`config.mk`:
```
export PLATFORM = sky130hd
export DESIGN_NAME = fekc_ctrl
export DESIGN_NICKNAME = d
export VERILOG_FILES = /design/src/hdl/fekc_pkg.sv /design/src/hdl/fekc_ctrl.sv
export SDC_FILE = /design/constraint.sdc
export NUM_CORES = 1
export LEC_CHECK = 0
export BUFFER_PORTS_ARGS = -buffer_cell sky130_fd_sc_hd__buf_2
export CAP_MARGIN = 20
export CELL_PAD_IN_SITES_DETAIL_PLACEMENT = 1
export CELL_PAD_IN_SITES_GLOBAL_PLACEMENT = 1
export CORE_AREA = 5 5 45 47
export DETAILED_ROUTE_END_ITERATION = 8
export DIE_AREA = 0 0 50 52
export PLACE_DENSITY = 0.78
export SLEW_MARGIN = 20
export SYNTH_ARGS = -nofsm -noshare
export SYNTH_HDL_FRONTEND = slang
export SYNTH_SLANG_ARGS = --single-unit
```
`constraint.sdc`:
```
create_clock -name i_clk -period 3.7 [get_ports i_clk]
set_clock_uncertainty 0.1 [all_clocks]
set_input_delay 0.185 -clock i_clk [delete_from_list [all_inputs] [get_ports i_clk]]
set_output_delay 0.185 -clock i_clk [all_outputs]
set_load 0.005 [all_outputs]
```
`src/hdl/fekc_pkg.sv`:
```
// Shared types and constants for the FIFO-evicting key cache.
// Used by the controller, the datapath and the top level.
`default_nettype none

package fekc_pkg;

    localparam int KEY_W   = 64;
    localparam int BYTES_W = 41;
    localparam int OUT_HANDLE_W = 32;
    localparam int IN_TDATA_W  = 208;
    localparam int OUT_TDATA_W = 160;
    localparam int CFG_IDX_W   = 2;

    localparam logic [1:0] MODE_FIND   = 2'd0;
    localparam logic [1:0] MODE_INSERT = 2'd1;
    localparam logic [1:0] MODE_ERASE  = 2'd2;
    localparam logic [1:0] MODE_NOP    = 2'd3;

    localparam logic [CFG_IDX_W-1:0] REG_ENTRY_LIMIT  = 2'd0;
    localparam logic [CFG_IDX_W-1:0] REG_BYTE_LIMIT   = 2'd1;
    localparam logic [CFG_IDX_W-1:0] REG_RECORD_STATS = 2'd2;

    // controller -> datapath
    typedef struct packed {
        logic load;       // capture input transaction
        logic rd_head;    // read slot at head (else at scan pointer)
        logic evict;      // retire head entry
        logic scan_init;  // scan pointer to head, remaining to count
        logic step;       // advance scan
        logic hit;        // key matched at scan pointer
        logic miss;       // find missed
        logic append;     // write new entry at tail
        logic finish;     // load output register
    } t_cmd;

    // datapath -> controller
    typedef struct packed {
        logic [1:0] mode;
        logic       reject;
        logic       need_evict;
        logic       scan_empty;
        logic       match;
        logic       out_free;
    } t_stat;

endpackage

`default_nettype wire

```
`src/hdl/fekc_ctrl.sv`:
```
// Sequencing state machine of the key cache: eviction loop and key scan.
// Depends on fekc_pkg.
`default_nettype none

module fekc_ctrl (
    input  wire logic            i_clk,
    input  wire logic            i_rst_n,
    input  wire logic            i_in_valid,
    output logic                 o_in_ready,
    input  wire fekc_pkg::t_stat i_stat,
    output fekc_pkg::t_cmd       o_cmd
);

    typedef enum logic [6:0] {
        ST_IDLE   = 7'b0000001,
        ST_CHK    = 7'b0000010,
        ST_EV_RD  = 7'b0000100,
        ST_EV_DO  = 7'b0001000,
        ST_SC_RD  = 7'b0010000,
        ST_SC_CMP = 7'b0100000,
        ST_DONE   = 7'b1000000
    } t_state;

    t_state r_state, n_state;

    always_ff @(posedge i_clk) begin
        if (!i_rst_n) begin
            r_state <= ST_IDLE;
        end else begin
            r_state <= n_state;
        end
    end

    assign o_in_ready = (r_state == ST_IDLE);

    always_comb begin
        n_state = r_state;
        o_cmd   = '0;
        case (r_state)
            ST_IDLE: begin
                if (i_in_valid) begin
                    o_cmd.load = 1'b1;
                    n_state    = ST_CHK;
                end
            end
            ST_CHK: begin
                if (i_stat.mode == fekc_pkg::MODE_FIND ||
                    i_stat.mode == fekc_pkg::MODE_ERASE) begin
                    o_cmd.scan_init = 1'b1;
                    n_state         = ST_SC_RD;
                end else if (i_stat.mode == fekc_pkg::MODE_INSERT) begin
                    if (i_stat.reject) begin
                        n_state = ST_DONE;
                    end else if (i_stat.need_evict) begin
                        n_state = ST_EV_RD;
                    end else begin
                        o_cmd.scan_init = 1'b1;
                        n_state         = ST_SC_RD;
                    end
                end else begin
                    n_state = ST_DONE;
                end
            end
            ST_EV_RD: begin
                o_cmd.rd_head = 1'b1;
                n_state       = ST_EV_DO;
            end
            ST_EV_DO: begin
                o_cmd.evict = 1'b1;
                n_state     = ST_CHK;
            end
            ST_SC_RD: begin
                if (i_stat.scan_empty) begin
                    o_cmd.miss   = (i_stat.mode == fekc_pkg::MODE_FIND);
                    o_cmd.append = (i_stat.mode == fekc_pkg::MODE_INSERT);
                    n_state      = ST_DONE;
                end else begin
                    n_state = ST_SC_CMP;
                end
            end
            ST_SC_CMP: begin
                if (i_stat.match) begin
                    o_cmd.hit = 1'b1;
                    n_state   = ST_DONE;
                end else begin
                    o_cmd.step = 1'b1;
                    n_state    = ST_SC_RD;
                end
            end
            ST_DONE: begin
                if (i_stat.out_free) begin
                    o_cmd.finish = 1'b1;
                    n_state      = ST_IDLE;
                end
            end
            default: begin
                n_state = ST_IDLE;
            end
        endcase
    end

endmodule

`default_nettype wire

```
==> results_dict.tcl, run 1 <==
set metrics [dict create \
    cts_tree "built" \
    crit_family "flip-flops" \
    die_area_um2 2600 \
    combPwrFrac 0.198 \
    diodes 0 \
    drc_errors 0 \
    use_met2 0.209 \
    syn_inst 62 \
    timing_worst_slew_pin_value_ns 0.396 \
    required_ns 3.41 \
    cts_buffers 3 \
    clk_pin_slew_ns 0.06 \
    synth_edf_count 0 \
    routed_via_density 5.49 \
    crit_path_start_kind "flop" \
    relSlewSlack 0.735 \
    syn-mean-instance-area_um2 8.44 \
    p_int_w 0.000136 \
    swShare 0.317 \
    nets 94 \
    numPortBuffers 19 \
    end_kind "primary output" \
    outcome "completed" \
    yosysWarnings 0 \
    fin_setup_tns_ns 0 \
    synth_top_area_frac 0.268 \
    power_density_nw_per_um2 306 \
    postPlaceCellArea_um2 612 \
    pwr-share-seq 0.434 \
    drive_gt1_frac 0.373 \
    async_flop_share 0 \
    synth_area_leaders "dfxtp_1 (27%), nand2_1 (5.7%), nor4b_2 (5.7%), buf_6 (4.3%), nor2_1 (4.3%)" \
    hold_path.class "in2reg" \
    grt_pass1_vias 554 \
    use_met1 0.144 \
    drt_iter0_markers 10 \
    post_drt_wl_per_cell_um 14.9 \
    h-tree-depth 1 \
    clockRootBuffer "clkbuf_4" \
    cts_setup_buffers 0 \
    core.rowCount 15 \
    path_buf_inv 1 \
    max_cap_violations 0 \
    rsz0062_at_grt "false" \
    netlist.top_cell.by_area "dfxtp_1" \
    clockPowerShare 0.368 \
    hold_viol 0 \
    worstPathCellList "nor3b_1 -> nand2_1 -> a211oi_2 -> buf_2" \
    leakage_nw 0.279 \
    antenna_found_initial 0 \
    wirelength_mm 1.49 \
    grt.overflow.total 0 \
    via_count 549 \
    crit_arrival_ns 1.67 \
    period_share 0.528 \
    die_w_um 50 \
    place_ws_ns 2.04 \
    p_sw_w 0.0000629 \
    nFillCells 207 \
    largestRegisters "r_state (7)" \
    area_delta_synth_final_pct 24.2 \
    post_cts_resized 0 \
    syn_area_um2 523 \
    grt_max_degree 10 \
    fin_crit_ns 1.95 \
    regMostFlops "r_state" \
    io_pins 20 \
    finalPower_w 0.000199 \
    crit_slowest_cell "dfxtp_1" \
    cts_num_sinks 7 \
    initial_core_util 0.324 \
    place.gp.congestion 0.803 \
    clk_latency_ns 0.27 \
    seq_area_frac_synth 0.268 \
    synthFlopType "dfxtp_1" \
    syn_nets 72 \
    setup_viol 0 \
    grt-busiest-layer "met2" \
    critical-path-max-stage-delay_ns 0.55 \
    stdcell_area_um2 649 \
    synth_cell_types 30 \
    max_clock_freq_mhz 512 \
    grt_usage 0.128 \
    ys_ff_latch 7 \
    dieHeight_um 52 \
    hpwlAfterDp_mm 1.18 \
    coreArea_um2 1610 \
    slew_violations 0 \
    largest_reg_flops 7 \
    crit_type "reg2out" \
    crit_fanout 9 \
    clockBufferDepth 2 \
    detail-route-antenna-nets 0 \
    grtUsageMet3 0.0544 \
    grt_pass1_wl_mm 2.53 \
    ir_worst_vdd_uv 165 \
    dr.pass1.iters 4 \
    setup_ws_ns 1.75 \
]
[worst reg2reg max path: cells and delay by family (launching register included)]
kind | cells | cell delay, ns
AND/OR/NAND/NOR | 2 | 0.60
flip-flops | 1 | 0.38
AO/OA/AOI/OAI | 2 | 0.35
[cell usage in the layout, fill, tap and decap left out, types with 2 or more instances in the layout]
master,Yosys,routed
and2_1,2,2
nor3_1,4,4
nor2_1,6,6
nand2_1,8,8
clkbuf_4,0,3
o21a_1,3,3
nor4_1,2,2
dfxtp_1,7,7
buf_2,0,19
nor4bb_1,2,2
inv_1,3,3
o21ai_0,3,3
nor4b_2,2,2
[path summary, 6_finish.rpt]
path / start / end / slack, ns / depth (start not counted)
worst min-delay path: i_stat[2] / r_state[5] / 0.01 / 2
worst min register to register: r_state[4] / r_state[5] / 0.52 / 2
worst max-delay path: r_state[1] / o_cmd[5] / 1.75 / 4
worst max register to register: r_state[2] / r_state[0] / 2.15 / 4
[final cells by class]
class,count,area [µm²],area share
clock buffers,3,22.5,0.0347
clock inverters,1,5.00,0.00771
inverters,3,11.3,0.0173
multi-input cells,49,344,0.530
flip-flops and latches,7,140,0.216
well taps,17,21.3,0.0328
repair buffers,20,105,0.162
[synth_stat cells (all sizes together) (2+ instances only)]
cell,n
nand2,8
dfxtp,7
nor2,7
nor3,4
nor4,4
o21ai,4
inv,3
nor4b,3
o21a,3
a211oi,2
and2,2
buf,2
nor4bb,2
[metrics by stage]
stage / util / hold WS [ns] / instances
2_1_floorplan: - / 0.160 / 62
3_3_place_gp: 0.379 / 0.280 / 95
3_5_place_dp: 0.379 / 0.283 / 95
4_1_cts: 0.402 / 0.00670 / 100
5_1_grt: 0.402 / 0.0140 / 100
6_report: 0.402 / 0.0128 / 100
[layer usage]
layer  part of all wire  up-vias
li1                   -      277
met1               0.44      249
met2               0.47       19
met3              0.078        4
met4              0.011        0
met5                  0        -
[cell families after synthesis]
kind of cell / after synthesis / share of synthesized area
AOI/OAI and AO/OA: 12 / 0.165
adders and majority gates: 1 / 0.0215
buffers and inverters: 6 / 0.0741
DFF: 7 / 0.268
and+or+nand+nor: 36 / 0.471
[power groups by stage]
| stage | registers (W) | logic, W | clock network (W) |
|---|---|---|---|
| floorplan | 0.0000809 | 0.0000329 | 0 |
| global placement | 0.0000875 | 0.0000379 | 0 |
| detailed placement | 0.0000877 | 0.0000380 | 0 |
| CTS | 0.0000860 | 0.0000397 | 0.0000763 |
| global route | 0.0000868 | 0.0000443 | 0.0000794 |
| finish | 0.0000861 | 0.0000393 | 0.0000731 |
[repair_timing]
action                                  in CTS  in global routing
endpoints found under the setup margin       0                  0
endpoints found under the hold margin        1                  0
hold buffers                                 1                  0
Power figures use the tool's default switching activity.
==> run 2: changes to the inputs <==
--- a/config.mk
+++ b/config.mk
@@ -9,10 +9,10 @@
 export CAP_MARGIN = 20
 export CELL_PAD_IN_SITES_DETAIL_PLACEMENT = 1
 export CELL_PAD_IN_SITES_GLOBAL_PLACEMENT = 1
-export CORE_AREA = 5 5 45 47
+export CORE_AREA = 5 5 49 51
 export DETAILED_ROUTE_END_ITERATION = 8
-export DIE_AREA = 0 0 50 52
-export PLACE_DENSITY = 0.78
+export DIE_AREA = 0 0 54 56
+export PLACE_DENSITY = 0.69
 export SLEW_MARGIN = 20
 export SYNTH_ARGS = -nofsm -noshare
 export SYNTH_HDL_FRONTEND = slang
==> constraint.sdc (replaced) <==
create_clock -name i_clk -period 1.58 [get_ports i_clk]
set_clock_uncertainty 0.1 [all_clocks]
set_input_delay 0.079 -clock i_clk [delete_from_list [all_inputs] [get_ports i_clk]]
set_output_delay 0.079 -clock i_clk [all_outputs]
set_load 0.005 [all_outputs]
==> results_dict.tcl, run 2 (synthesized netlist as in run 1, its figures left out) <==
set metrics [dict create \
    r2r_start "r_state[2]" \
    final_cell_mix "buf_2 (18), buf_4 (8), nand2_1 (6)" \
    finalPower_w 0.000495 \
    core.rowCount 16 \
    setup_viol 0 \
    grt_usage 0.122 \
    largest_reg_flops 7 \
    grt_pass1_vias 595 \
    required_ns 1.62 \
    hold_viol 0 \
    drt_iter0_markers 5 \
    initial_core_util 0.275 \
    power_density_nw_per_um2 585 \
    grt_pass1_wl_mm 2.73 \
    detail-route-antenna-nets 0 \
    crit_slowest_cell "dfxtp_4" \
    stdcell_area_um2 846 \
    reg2reg_to "r_state[0]" \
    dieHeight_um 56 \
    crit_arrival_ns 1.59 \
    endpoint "r_state[0]" \
    rr_worst_depth 5 \
    post_drt_wl_per_cell_um 13.8 \
    critical-path-max-stage-delay_ns 0.37 \
    fin_setup_tns_ns 0 \
    h-tree-depth 1 \
    cp-startpoint "r_state[2]" \
    clk_pin_slew_ns 0.05 \
    place.gp.congestion 0.789 \
    die_area_um2 3020 \
    max_cap_violations 0 \
    clockBufferDepth 2 \
    dr.pass1.iters 3 \
    worstPathCellList "nor4_4 -> buf_4 -> and4b_1 -> o21ai_1 -> a311o_1" \
    seqCellArea_um2 159 \
    via_count 591 \
    crit_family "simple AND/OR/NAND/NOR gates" \
    die_w_um 54 \
    multi_input_area_um2 424 \
    cp_num_cells 5 \
    setup_ws_ns 0.0255 \
    io_pins 20 \
    leakage_nw 0.347 \
    cts_buffers 3 \
    path_buf_inv 1 \
    fin_crit_ns 1.55 \
    regMostFlops "r_state" \
    crit_path_start_kind "flop" \
    slew_violations 0 \
    place_ws_ns 0.0340 \
    rsz0062_at_grt "true" \
    nets 104 \
    crit_type "reg2reg" \
    grt_max_degree 10 \
    nFillCells 230 \
    clk_latency_ns 0.26 \
    largestRegisters "r_state (7)" \
    period_share 0.984 \
    diodes 0 \
    numPortBuffers 19 \
    drive_gt1_frac 0.602 \
    ir_worst_vdd_uv 369 \
    max_clock_freq_mhz 643 \
    relSlewSlack 0.827 \
    hold_path.class "in2reg" \
    coreArea_um2 1900 \
    postPlaceCellArea_um2 647 \
    rrSetupSlack_ns 0.03 \
    drc_errors 0 \
    end_kind "flop" \
    routed_via_density 4.93 \
    grt.overflow.total 0 \
    crit_fanout 4 \
    clockRootBuffer "clkbuf_4" \
    wirelength_mm 1.66 \
    antenna_found_initial 0 \
    cts_num_sinks 7 \
    final_common_cell "buf_2" \
    hpwlAfterDp_mm 1.23 \
    area_delta_synth_final_pct 61.7 \
    outcome "completed" \
    cts_tree "built" \
    timing_worst_slew_pin_value_ns 0.256 \
]
## run 2: worst min-delay path by stage
stage	startpoint	end	slack, ns	cells after the start
6_report	i_rst_n	r_state[2]	0.009	3
5_1_grt	i_rst_n	r_state[4]	0.03	2
4_1_cts	i_rst_n	r_state[2]	0.01	3
3_5_place_dp	i_stat[4]	r_state[2]	0.17	2
3_3_place_gp	i_stat[2]	r_state[5]	0.17	2
2_1_floorplan	i_stat[4]	r_state[2]	0.05	1
## run 2: metrics by stage
step	hold slack [ns]	util	std cells
after global placement	0.168	0.340	108
after CTS	0.0119	0.395	117
after detailed placement	0.170	0.340	108
after global routing	0.0337	0.445	120
final	0.00939	0.445	120
after floorplan	0.0545	-	62
## run 2: per-layer routing
metal	global-route usage	up-vias	routed length, µm
li1	-	295	-
met1	0.153	279	691
met2	0.194	15	868
met3	0.0322	2	77
met4	0.0427	0	21
met5	0	-	0
## run 2: area by class of cell
type / instances / share of cell area
flip-flops and latches: 7 / 0.188
clock buffers: 4 / 0.0311
repair buffers: 30 / 0.226
inverters: 3 / 0.0133
well taps: 27 / 0.0399
multi-input cells: 49 / 0.501
## run 2: power by group
group / internal, W / leakage [nW] / switching, W
logic: 0.0000646 / 0.271 / 0.0000653
clock network: 0.0000966 / 0.0150 / 0.0000693
registers: 0.000179 / 0.0607 / 0.0000199
## run 2: tightest hold or removal path: stages
cell,delay [ns]
buf_2,0.14
nand2_1,0.07
nor4_1,0.03
## run 2: timing repair
| item | in CTS | in global routing |
|---|---|---|
| hold buffers | 3 | 0 |
| buffers inserted | 2 | 3 |
| pin swaps | 5 | 7 |
| endpoints found under the setup margin | 6 | 9 |
| hold endpoints to repair | 2 | 0 |
| gates resized for setup | 14 | 15 |
